[src/rtl/gdod_pkg.sv]
// ----------------------------------------------------------------------------
// gdod_pkg
// Widths, division constants and the month offset table for the Gregorian
// date shift and difference core.
// ----------------------------------------------------------------------------
package gdod_pkg;

	localparam int YEAR_W  = 14;
	localparam int MONTH_W = 4;
	localparam int DAY_W   = 5;
	localparam int OFF_W   = 23;

	localparam int YEAR_BIAS    = 40000;
	localparam int DAYS_PER_ERA = 146097;
	localparam int YEARS_PER_ERA = 400;
	localparam int DAYS_PER_YEAR = 365;

	localparam logic signed [OFF_W-1:0] DIFF_MAX = 23'sh3FFFFF;
	localparam logic signed [OFF_W-1:0] DIFF_MIN = -23'sh400000;

	// reciprocals for constant division: floor(x/d) = (x*M) >> K
	localparam longint unsigned M100_L   = (64'd1 << 24) / 100 + 1;
	localparam longint unsigned MERA_L   = (64'd1 << 44) / DAYS_PER_ERA + 1;
	localparam longint unsigned M1460_L  = (64'd1 << 40) / 1460 + 1;
	localparam longint unsigned M36524_L = (64'd1 << 40) / 36524 + 1;
	localparam longint unsigned M365_L   = (64'd1 << 40) / DAYS_PER_YEAR + 1;
	localparam longint unsigned M153_L   = (64'd1 << 22) / 153 + 1;

	localparam logic [17:0] M100   = M100_L[17:0];
	localparam logic [26:0] MERA   = MERA_L[26:0];
	localparam logic [29:0] M1460  = M1460_L[29:0];
	localparam logic [24:0] M36524 = M36524_L[24:0];
	localparam logic [31:0] M365   = M365_L[31:0];
	localparam logic [14:0] M153   = M153_L[14:0];

	typedef struct packed {
		logic signed [OFF_W-1:0] diff;
		logic                    after;
		logic                    equal;
	} side_t;

	// days before the first of a March-based month: (153*mp+2)/5
	function automatic logic [8:0] month_start(input logic [3:0] mp);
		logic [8:0] r;
		case (mp)
			4'd0:    r = 9'd0;
			4'd1:    r = 9'd31;
			4'd2:    r = 9'd61;
			4'd3:    r = 9'd92;
			4'd4:    r = 9'd122;
			4'd5:    r = 9'd153;
			4'd6:    r = 9'd184;
			4'd7:    r = 9'd214;
			4'd8:    r = 9'd245;
			4'd9:    r = 9'd275;
			4'd10:   r = 9'd306;
			4'd11:   r = 9'd337;
			default: r = 9'd0;
		endcase
		return r;
	endfunction

endpackage

[src/rtl/gdod_in_if.sv]
// ----------------------------------------------------------------------------
// gdod_in_if
// Input channel: two dates and a signed day offset.
// ----------------------------------------------------------------------------
interface gdod_in_if;
	import gdod_pkg::*;
	logic                      valid;
	logic                      ready;
	logic [YEAR_W-1:0]         a_year;
	logic [MONTH_W-1:0]        a_month;
	logic [DAY_W-1:0]          a_day;
	logic [YEAR_W-1:0]         b_year;
	logic [MONTH_W-1:0]        b_month;
	logic [DAY_W-1:0]          b_day;
	logic signed [OFF_W-1:0]   offset_days;

	modport source(output valid, a_year, a_month, a_day, b_year, b_month, b_day,
		offset_days, input ready);
	modport sink(input valid, a_year, a_month, a_day, b_year, b_month, b_day,
		offset_days, output ready);
endinterface

[src/rtl/gdod_out_if.sv]
// ----------------------------------------------------------------------------
// gdod_out_if
// Result channel: shifted date, day difference and comparison flags.
// ----------------------------------------------------------------------------
interface gdod_out_if;
	import gdod_pkg::*;
	logic                      valid;
	logic                      ready;
	logic [YEAR_W-1:0]         res_year;
	logic [MONTH_W-1:0]        res_month;
	logic [DAY_W-1:0]          res_day;
	logic signed [OFF_W-1:0]   days_between;
	logic                      a_after_b;
	logic                      a_equals_b;
	logic                      out_of_range;

	modport source(output valid, res_year, res_month, res_day, days_between,
		a_after_b, a_equals_b, out_of_range, input ready);
	modport sink(input valid, res_year, res_month, res_day, days_between,
		a_after_b, a_equals_b, out_of_range, output ready);
endinterface

[src/rtl/gregorian_date_offset_and_diff_core.sv]
// ----------------------------------------------------------------------------
// gregorian_date_offset_and_diff_core
// Shifts date A by a signed day offset and returns A minus B in days.
// ----------------------------------------------------------------------------
// Ten-stage pipeline, one word per cycle unless the result side stalls. Both
// dates become linear day numbers (stages 1-2), the offset is added (stage 3)
// and the sum is taken back to year, month and day through constant-reciprocal
// multiplies (stages 4-10). A stall on the result side freezes every stage
// at once, so ready follows the result side combinationally.
module gregorian_date_offset_and_diff_core (
	input  logic           clk,
	input  logic           arst_n,
	gdod_in_if.sink        dates,
	gdod_out_if.source     result
);
	import gdod_pkg::*;

	logic adv;
	logic v_s1, v_s2, v_s3, v_s4, v_s5, v_s6, v_s7, v_s8, v_s9, v_s10;

	assign adv = !v_s10 || result.ready;
	assign dates.ready = adv;

	always_ff @(posedge clk or negedge arst_n) begin
		if (!arst_n) begin
			{v_s1, v_s2, v_s3, v_s4, v_s5, v_s6, v_s7, v_s8, v_s9, v_s10} <= '0;
		end else if (adv) begin
			v_s1  <= dates.valid;
			v_s2  <= v_s1;
			v_s3  <= v_s2;
			v_s4  <= v_s3;
			v_s5  <= v_s4;
			v_s6  <= v_s5;
			v_s7  <= v_s6;
			v_s8  <= v_s7;
			v_s9  <= v_s8;
			v_s10 <= v_s9;
		end
	end

	// ---------------- stage 1: clamp month, bias year ----------------
	logic [3:0]  ma_c, mb_c, mpa, mpb;
	logic        loa, lob;
	logic [15:0] yya, yyb;
	logic [9:0]  mda, mdb;
	logic        after_c, equal_c;

	always_comb begin
		ma_c = (dates.a_month == 4'd0) ? 4'd1 : (dates.a_month > 4'd12) ? 4'd12 : dates.a_month;
		mb_c = (dates.b_month == 4'd0) ? 4'd1 : (dates.b_month > 4'd12) ? 4'd12 : dates.b_month;
		loa  = ma_c <= 4'd2;
		lob  = mb_c <= 4'd2;
		yya  = {2'b00, dates.a_year} + 16'(YEAR_BIAS) - {15'b0, loa};
		yyb  = {2'b00, dates.b_year} + 16'(YEAR_BIAS) - {15'b0, lob};
		mpa  = loa ? ma_c + 4'd9 : ma_c - 4'd3;
		mpb  = lob ? mb_c + 4'd9 : mb_c - 4'd3;
		mda  = {1'b0, month_start(mpa)} + {5'b0, dates.a_day};
		mdb  = {1'b0, month_start(mpb)} + {5'b0, dates.b_day};
		equal_c = (dates.a_year == dates.b_year) && (dates.a_month == dates.b_month)
			&& (dates.a_day == dates.b_day);
		if (dates.a_year != dates.b_year)
			after_c = dates.a_year > dates.b_year;
		else if (dates.a_month != dates.b_month)
			after_c = dates.a_month > dates.b_month;
		else
			after_c = dates.a_day > dates.b_day;
	end

	logic [15:0] yya_s1, yyb_s1;
	logic [33:0] pa_s1, pb_s1;
	logic [9:0]  mda_s1, mdb_s1;
	logic signed [OFF_W-1:0] off_s1, off_s2;
	logic        after_s1, equal_s1, after_s2, equal_s2;

	always_ff @(posedge clk) begin
		if (adv) begin
			yya_s1   <= yya;
			yyb_s1   <= yyb;
			pa_s1    <= {18'b0, yya} * {16'b0, M100};
			pb_s1    <= {18'b0, yyb} * {16'b0, M100};
			mda_s1   <= mda;
			mdb_s1   <= mdb;
			off_s1   <= dates.offset_days;
			after_s1 <= after_c;
			equal_s1 <= equal_c;
		end
	end

	// ---------------- stage 2: day numbers ----------------
	logic [9:0]  qa100, qb100;
	logic [24:0] na, nb, na_s2, nb_s2;

	always_comb begin
		qa100 = pa_s1[33:24];
		qb100 = pb_s1[33:24];
		na = 25'd365 * {9'b0, yya_s1} + {11'b0, yya_s1[15:2]} - {15'b0, qa100}
			+ {17'b0, qa100[9:2]} + {15'b0, mda_s1} - 25'd1;
		nb = 25'd365 * {9'b0, yyb_s1} + {11'b0, yyb_s1[15:2]} - {15'b0, qb100}
			+ {17'b0, qb100[9:2]} + {15'b0, mdb_s1} - 25'd1;
	end

	always_ff @(posedge clk) begin
		if (adv) begin
			na_s2    <= na;
			nb_s2    <= nb;
			off_s2   <= off_s1;
			after_s2 <= after_s1;
			equal_s2 <= equal_s1;
		end
	end

	// ---------------- stage 3: add offset, difference ----------------
	logic signed [25:0] zs, dd;
	side_t side_c;
	logic [24:0] z_s3, z_s4;
	side_t side_s3, side_s4, side_s5, side_s6, side_s7, side_s8, side_s9;

	always_comb begin
		zs = $signed({1'b0, na_s2}) + 26'(off_s2);
		dd = $signed({1'b0, na_s2}) - $signed({1'b0, nb_s2});
		if (dd > 26'(DIFF_MAX))
			side_c.diff = DIFF_MAX;
		else if (dd < 26'(DIFF_MIN))
			side_c.diff = DIFF_MIN;
		else
			side_c.diff = dd[OFF_W-1:0];
		side_c.after = after_s2;
		side_c.equal = equal_s2;
	end

	always_ff @(posedge clk) begin
		if (adv) begin
			z_s3    <= zs[24:0];
			side_s3 <= side_c;
		end
	end

	// ---------------- stage 4: era reciprocal product ----------------
	logic [51:0] pera_s4;

	always_ff @(posedge clk) begin
		if (adv) begin
			pera_s4 <= {27'b0, z_s3} * {25'b0, MERA};
			z_s4    <= z_s3;
			side_s4 <= side_s3;
		end
	end

	// ---------------- stage 5: era and day of era ----------------
	logic [7:0]  era_c, era_s5, era_s6, era_s7, era_s8, era_s9;
	logic [25:0] era_days;
	logic [17:0] doe_s5, doe_s6, doe_s7, doe_s8;

	always_comb begin
		era_c    = pera_s4[51:44];
		era_days = {18'b0, era_c} * 26'(DAYS_PER_ERA);
	end

	always_ff @(posedge clk) begin
		if (adv) begin
			era_s5  <= era_c;
			doe_s5  <= 18'({1'b0, z_s4} - era_days);
			side_s5 <= side_s4;
		end
	end

	// ---------------- stage 6: leap correction products ----------------
	logic [47:0] p1460_s6;
	logic [42:0] p36524_s6;

	always_ff @(posedge clk) begin
		if (adv) begin
			p1460_s6  <= {30'b0, doe_s5} * {18'b0, M1460};
			p36524_s6 <= {25'b0, doe_s5} * {18'b0, M36524};
			doe_s6    <= doe_s5;
			era_s6    <= era_s5;
			side_s6   <= side_s5;
		end
	end

	// ---------------- stage 7: corrected day of era ----------------
	logic [17:0] num_s7;

	always_ff @(posedge clk) begin
		if (adv) begin
			num_s7  <= doe_s6 - {10'b0, p1460_s6[47:40]} + {15'b0, p36524_s6[42:40]}
				- {17'b0, (doe_s6 == 18'(DAYS_PER_ERA - 1))};
			doe_s7  <= doe_s6;
			era_s7  <= era_s6;
			side_s7 <= side_s6;
		end
	end

	// ---------------- stage 8: year of era product ----------------
	logic [49:0] p365_s8;

	always_ff @(posedge clk) begin
		if (adv) begin
			p365_s8 <= {32'b0, num_s7} * {18'b0, M365};
			doe_s8  <= doe_s7;
			era_s8  <= era_s7;
			side_s8 <= side_s7;
		end
	end

	// ---------------- stage 9: day of year ----------------
	logic [8:0]  yoe_c, yoe_s9, doy_s9;
	logic [1:0]  c100;
	logic [17:0] ystart;

	always_comb begin
		yoe_c  = p365_s8[48:40];
		c100   = 2'(yoe_c >= 9'd100) + 2'(yoe_c >= 9'd200) + 2'(yoe_c >= 9'd300);
		ystart = 18'd365 * {9'b0, yoe_c} + {11'b0, yoe_c[8:2]} - {16'b0, c100};
	end

	always_ff @(posedge clk) begin
		if (adv) begin
			yoe_s9  <= yoe_c;
			doy_s9  <= 9'(doe_s8 - ystart);
			era_s9  <= era_s8;
			side_s9 <= side_s8;
		end
	end

	// ---------------- stage 10: month, day, year, range ----------------
	logic [10:0] t153;
	logic [25:0] p153;
	logic [3:0]  mp_c, mon_c;
	logic [4:0]  day_c;
	logic [16:0] yy_c;
	logic signed [17:0] ys;
	logic        oor_c;

	always_comb begin
		t153  = 11'd5 * {2'b0, doy_s9} + 11'd2;
		p153  = {15'b0, t153} * {11'b0, M153};
		mp_c  = p153[25:22];
		day_c = 5'(doy_s9 - month_start(mp_c) + 9'd1);
		mon_c = (mp_c < 4'd10) ? mp_c + 4'd3 : mp_c - 4'd9;
		yy_c  = {8'b0, yoe_s9} + {9'b0, era_s9} * 17'(YEARS_PER_ERA)
			+ {16'b0, (mon_c <= 4'd2)};
		ys    = $signed({1'b0, yy_c}) - 18'sd40000;
		oor_c = (ys < 18'sd1) || (ys > 18'sd9999);
	end

	logic [YEAR_W-1:0]  year_s10;
	logic [MONTH_W-1:0] mon_s10;
	logic [DAY_W-1:0]   day_s10;
	logic               oor_s10;
	side_t              side_s10;

	always_ff @(posedge clk) begin
		if (adv) begin
			year_s10 <= oor_c ? '0 : ys[YEAR_W-1:0];
			mon_s10  <= oor_c ? '0 : mon_c;
			day_s10  <= oor_c ? '0 : day_c;
			oor_s10  <= oor_c;
			side_s10 <= side_s9;
		end
	end

	assign result.valid        = v_s10;
	assign result.res_year     = year_s10;
	assign result.res_month    = mon_s10;
	assign result.res_day      = day_s10;
	assign result.days_between = side_s10.diff;
	assign result.a_after_b    = side_s10.after;
	assign result.a_equals_b   = side_s10.equal;
	assign result.out_of_range = oor_s10;

endmodule

[src/flat_wrapper.sv]
// flat-port wrapper written by rule: the top's interface ports become plain ports
module gregorian_date_offset_and_diff_core_flat import gdod_pkg::*;
  (clk, arst_n, dates_valid, dates_a_year, dates_a_month, dates_a_day, dates_b_year, dates_b_month, dates_b_day, dates_offset_days, dates_ready, result_valid, result_res_year, result_res_month, result_res_day, result_days_between, result_a_after_b, result_a_equals_b, result_out_of_range, result_ready);
  gdod_in_if dates_i ();
  gdod_out_if result_i ();
  input  logic clk;
  input  logic arst_n;
  input wire logic [$bits(dates_i.valid)-1:0] dates_valid;
  input wire logic [$bits(dates_i.a_year)-1:0] dates_a_year;
  input wire logic [$bits(dates_i.a_month)-1:0] dates_a_month;
  input wire logic [$bits(dates_i.a_day)-1:0] dates_a_day;
  input wire logic [$bits(dates_i.b_year)-1:0] dates_b_year;
  input wire logic [$bits(dates_i.b_month)-1:0] dates_b_month;
  input wire logic [$bits(dates_i.b_day)-1:0] dates_b_day;
  input wire logic [$bits(dates_i.offset_days)-1:0] dates_offset_days;
  output wire logic [$bits(dates_i.ready)-1:0] dates_ready;
  output wire logic [$bits(result_i.valid)-1:0] result_valid;
  output wire logic [$bits(result_i.res_year)-1:0] result_res_year;
  output wire logic [$bits(result_i.res_month)-1:0] result_res_month;
  output wire logic [$bits(result_i.res_day)-1:0] result_res_day;
  output wire logic [$bits(result_i.days_between)-1:0] result_days_between;
  output wire logic [$bits(result_i.a_after_b)-1:0] result_a_after_b;
  output wire logic [$bits(result_i.a_equals_b)-1:0] result_a_equals_b;
  output wire logic [$bits(result_i.out_of_range)-1:0] result_out_of_range;
  input wire logic [$bits(result_i.ready)-1:0] result_ready;
  assign dates_i.valid = dates_valid;
  assign dates_i.a_year = dates_a_year;
  assign dates_i.a_month = dates_a_month;
  assign dates_i.a_day = dates_a_day;
  assign dates_i.b_year = dates_b_year;
  assign dates_i.b_month = dates_b_month;
  assign dates_i.b_day = dates_b_day;
  assign dates_i.offset_days = dates_offset_days;
  assign dates_ready = dates_i.ready;
  assign result_valid = result_i.valid;
  assign result_res_year = result_i.res_year;
  assign result_res_month = result_i.res_month;
  assign result_res_day = result_i.res_day;
  assign result_days_between = result_i.days_between;
  assign result_a_after_b = result_i.a_after_b;
  assign result_a_equals_b = result_i.a_equals_b;
  assign result_out_of_range = result_i.out_of_range;
  assign result_i.ready = result_ready;
  gregorian_date_offset_and_diff_core u_core (.clk(clk), .arst_n(arst_n), .dates(dates_i), .result(result_i));
endmodule
[config.mk]
export PLATFORM = sky130hd
export DESIGN_NAME = gregorian_date_offset_and_diff_core_flat
export DESIGN_NICKNAME = d
export VERILOG_FILES = /design/src/rtl/gdod_pkg.sv /design/src/rtl/gdod_in_if.sv /design/src/rtl/gdod_out_if.sv /design/src/rtl/gregorian_date_offset_and_diff_core.sv /design/src/flat_wrapper.sv
export SDC_FILE = /design/constraint.sdc
export NUM_CORES = 2
export LEC_CHECK = 0
export BUFFER_PORTS_ARGS = -buffer_cell sky130_fd_sc_hd__buf_2
export CAP_MARGIN = 20
export CORE_UTILIZATION = 25
export CTS_CLUSTER_DIAMETER = 150
export CTS_CLUSTER_SIZE = 28
export DETAILED_ROUTE_END_ITERATION = 7
export GPL_TIMING_DRIVEN = 0
export REMOVE_ABC_BUFFERS = 1
export SETUP_SLACK_MARGIN = 0.1
export SKIP_LAST_GASP = 1
export SLEW_MARGIN = 15
export SYNTH_ARGS = -nofsm -noshare
export SYNTH_HDL_FRONTEND = slang
export SYNTH_SLANG_ARGS = --single-unit
[constraint.sdc]
create_clock -name clk -period 37.1 [get_ports clk]
set_input_delay 7.42 -clock clk [delete_from_list [all_inputs] [get_ports clk]]
set_output_delay 7.42 -clock clk [all_outputs]
set_load 0.005 [all_outputs]
==> metrics.csv <==
metric,value,unit
dr.pass1.iters,5,
whs_path_depth,0,
fill_cells,33865,
ios,124,
ff_latch_area,18100,µm²
portBuffers,123,
yosysSeqAreaShare,0.221,
hold_end,u_core.era_s6[3]$_DFFE_PP_,
crit_arrival,17.10,ns
synth.top_cells.by_count,"inv_1, ha_1, fa_1",
drive_above_1_share,0.0345,
grt_pass1_vias,51534,
status,completed,
startpoint_type,input port,
netlist_instances,7252,
clock_path_buffers,3,
clock.fmax,60.1,MHz
hold_viol,0,
holdBufCountCts,0,
rows,209,
numCtsBuffers,27,
multi_input_area,55900,µm²
h-tree-depth,1,
grt_max_degree,61,
cts_resized,0,
min_from,u_core.era_s5[3]$_DFFE_PP_,
cts_tree,yes,
worstRegToRegCells,42,
grt_pass1_wl,285000,µm
cts_root_buf,clkbuf_16,
detail_route.wl_per_cell,15.0,µm
grt.total_usage,0.109,
die_w,574,µm
fin_nets,10289,
drcViolationCount,0,
final-setup-viol-count,0,
drt-initial-drc-count,2474,
synth_most_common_cell,inv_1,
critPathSlowestCell,xor2_2,
drv_cap,0,
antenna_found_initial,8,
ys_ff_latch,605,
die-height,574,µm
rsz0062_at_grt,no,
crit_start,dates_a_month[3],
cts.sinks,605,
holdWs,0.418,ns
r2r-start,u_core.doy_s9[1]$_DFFE_PP_,
insertion_delay,0.70,ns
post-route-period-util,0.448,
final.setup.tns,0,ns
cpPeakStageDelay,0.74,ns
synth_top_area_cell,fa_1,
synth_edf_count,595,
tightest_slew,1.17,ns
synthArstFlopShare,0.0165,
worstPathRequired,37.57,ns
ys.flop_type,edfxtp_1,
vias,48351,
drt-total-wl,176000,µm
reg2reg_to,u_core.result.res_year[3]$_SDFFCE_PP0P_,
cts.clk_slew.worst_paths,0.12,ns
die_area,330000,µm²
final-max-slew-violation-count,0,
dp_hpwl,152000,µm
relSlewSlack,0.213,
end_kind,register,
synth_area,81900,µm²
finalCriticalPeriod,16.63,ns
gp_congestion,0.896,
syn_area_per_cell,11.3,µm²
path_class,input port to register,
start_util,0.252,
synth.area.top_cells,"fa_1, ha_1, edfxtp_1",
netlist.area_leader.share,0.306,
hp-class,register to register,
cts_setup_buffers,0,
vias_per_cell,4.12,
syn2layout_area_growth,8.79,%
postRouteAntennaNets,0,
coreArea,325000,µm²
yosys_warnings,0,
grt-ovfl-total,0,
ys_types,94,
rrSetupSlack,25.67,ns
finalClockSkew,0.0363,ns
cp_max_fo,16,
==> registers in the layout, summed over array words and instances, names as in the netlist, 14 cells and up <==
register	count
u_core.num_s7	18
u_core.z_s4	18
u_core.side_s5	25
u_core.side_s8	25
u_core.doe_s6	16
u_core.result.res_year	14
u_core.off_s2	23
u_core.side_s6	25
u_core.off_s1	23
u_core.z_s3	25
u_core.side_s3	25
u_core.doe_s5	18
u_core.side_s4	25
u_core.na_s2	25
u_core.side_s7	25
u_core.nb_s2	25
u_core.result.days_between	23
u_core.side_s9	25
==> worst max-delay path, delay by kind of cell <==
family,cells,cell delay (ns)
compound gates,15,3.83
fa+ha+maj,10,3.48
xor+xnor,2,0.83
simple gates,3,0.78
buf+inv,5,0.74
==> per-layer routing <==
layer,vias to the layer above,wire length [µm],GRT usage
met2,719,83700,0.188
met4,2,3710,0.0199
met1,23905,81500,0.147
met5,-,12,0
li1,23561,-,-
met3,164,6690,0.0132
==> worst max path at each step <==
stage	depth (start not counted)	endpoint	slack (ns)
2_1_floorplan	1	dates_ready	7.83
3_5_place_dp	35	u_core.pa_s1[33]$_DFFE_PP_	19.72
3_3_place_gp	3	dates_ready	-0.02
4_1_cts	35	u_core.pa_s1[33]$_DFFE_PP_	20.48
5_1_grt	35	u_core.pa_s1[33]$_DFFE_PP_	19.91
6_report	35	u_core.pa_s1[33]$_DFFE_PP_	20.47
==> stage by stage <==
stage               instance area [µm²]  instances  setup WS (ns)  utilization
floorplan                         81700       7230           7.83            -
global placement                  87800      11678        -0.0207        0.270
detailed placement                88200      11699          19.72        0.271
CTS                               89000      11740          20.48        0.274
global route                      89000      11742          19.91        0.274
finish                            89100      11746          20.47        0.274
==> cell type report <==
| cell class | count | share of cell area |
|---|---|---|
| repair buffers | 145 | 0.0113 |
| multi-input cells | 4551 | 0.628 |
| flip-flops and latches | 605 | 0.203 |
| inverters | 2074 | 0.0874 |
| well taps | 4325 | 0.0608 |
| clock inverters | 7 | 0.00108 |
| clock buffers | 34 | 0.00788 |
| diodes | 5 | 0.000140 |
==> layout by cell type (no fill, tap or decap), types with 23 or more instances in the layout <==
cell,n
nand3_1,55
nand4_1,33
a21o_1,139
buf_2,123
inv_1,2074
nor2_1,176
ha_1,1562
fa_1,1250
xor2_1,74
nor3_1,82
clkbuf_16,27
a21oi_1,192
nor2b_1,49
edfxtp_1,595
xnor2_1,183
o21bai_1,25
a211oi_1,29
nand2_1,123
o21a_1,37
and3_1,23
o21ai_0,136
nand2b_1,36
==> kinds of logic after synthesis <==
family                   count (synthesis)  synth area share
other                                    1         0.0000458
multiplexers                            20           0.00275
adder cells (fa/ha/maj)               2812             0.544
AO/OA/AOI/OAI                          743            0.0607
buffers and inverters                 2097            0.0965
AND/OR/NAND/NOR                        702            0.0439
flip-flops                             605             0.221
XOR/XNOR                               272            0.0303
Power is not shown: default switching activity piles up to over one toggle a cycle in this logic, so the estimate is an artifact.
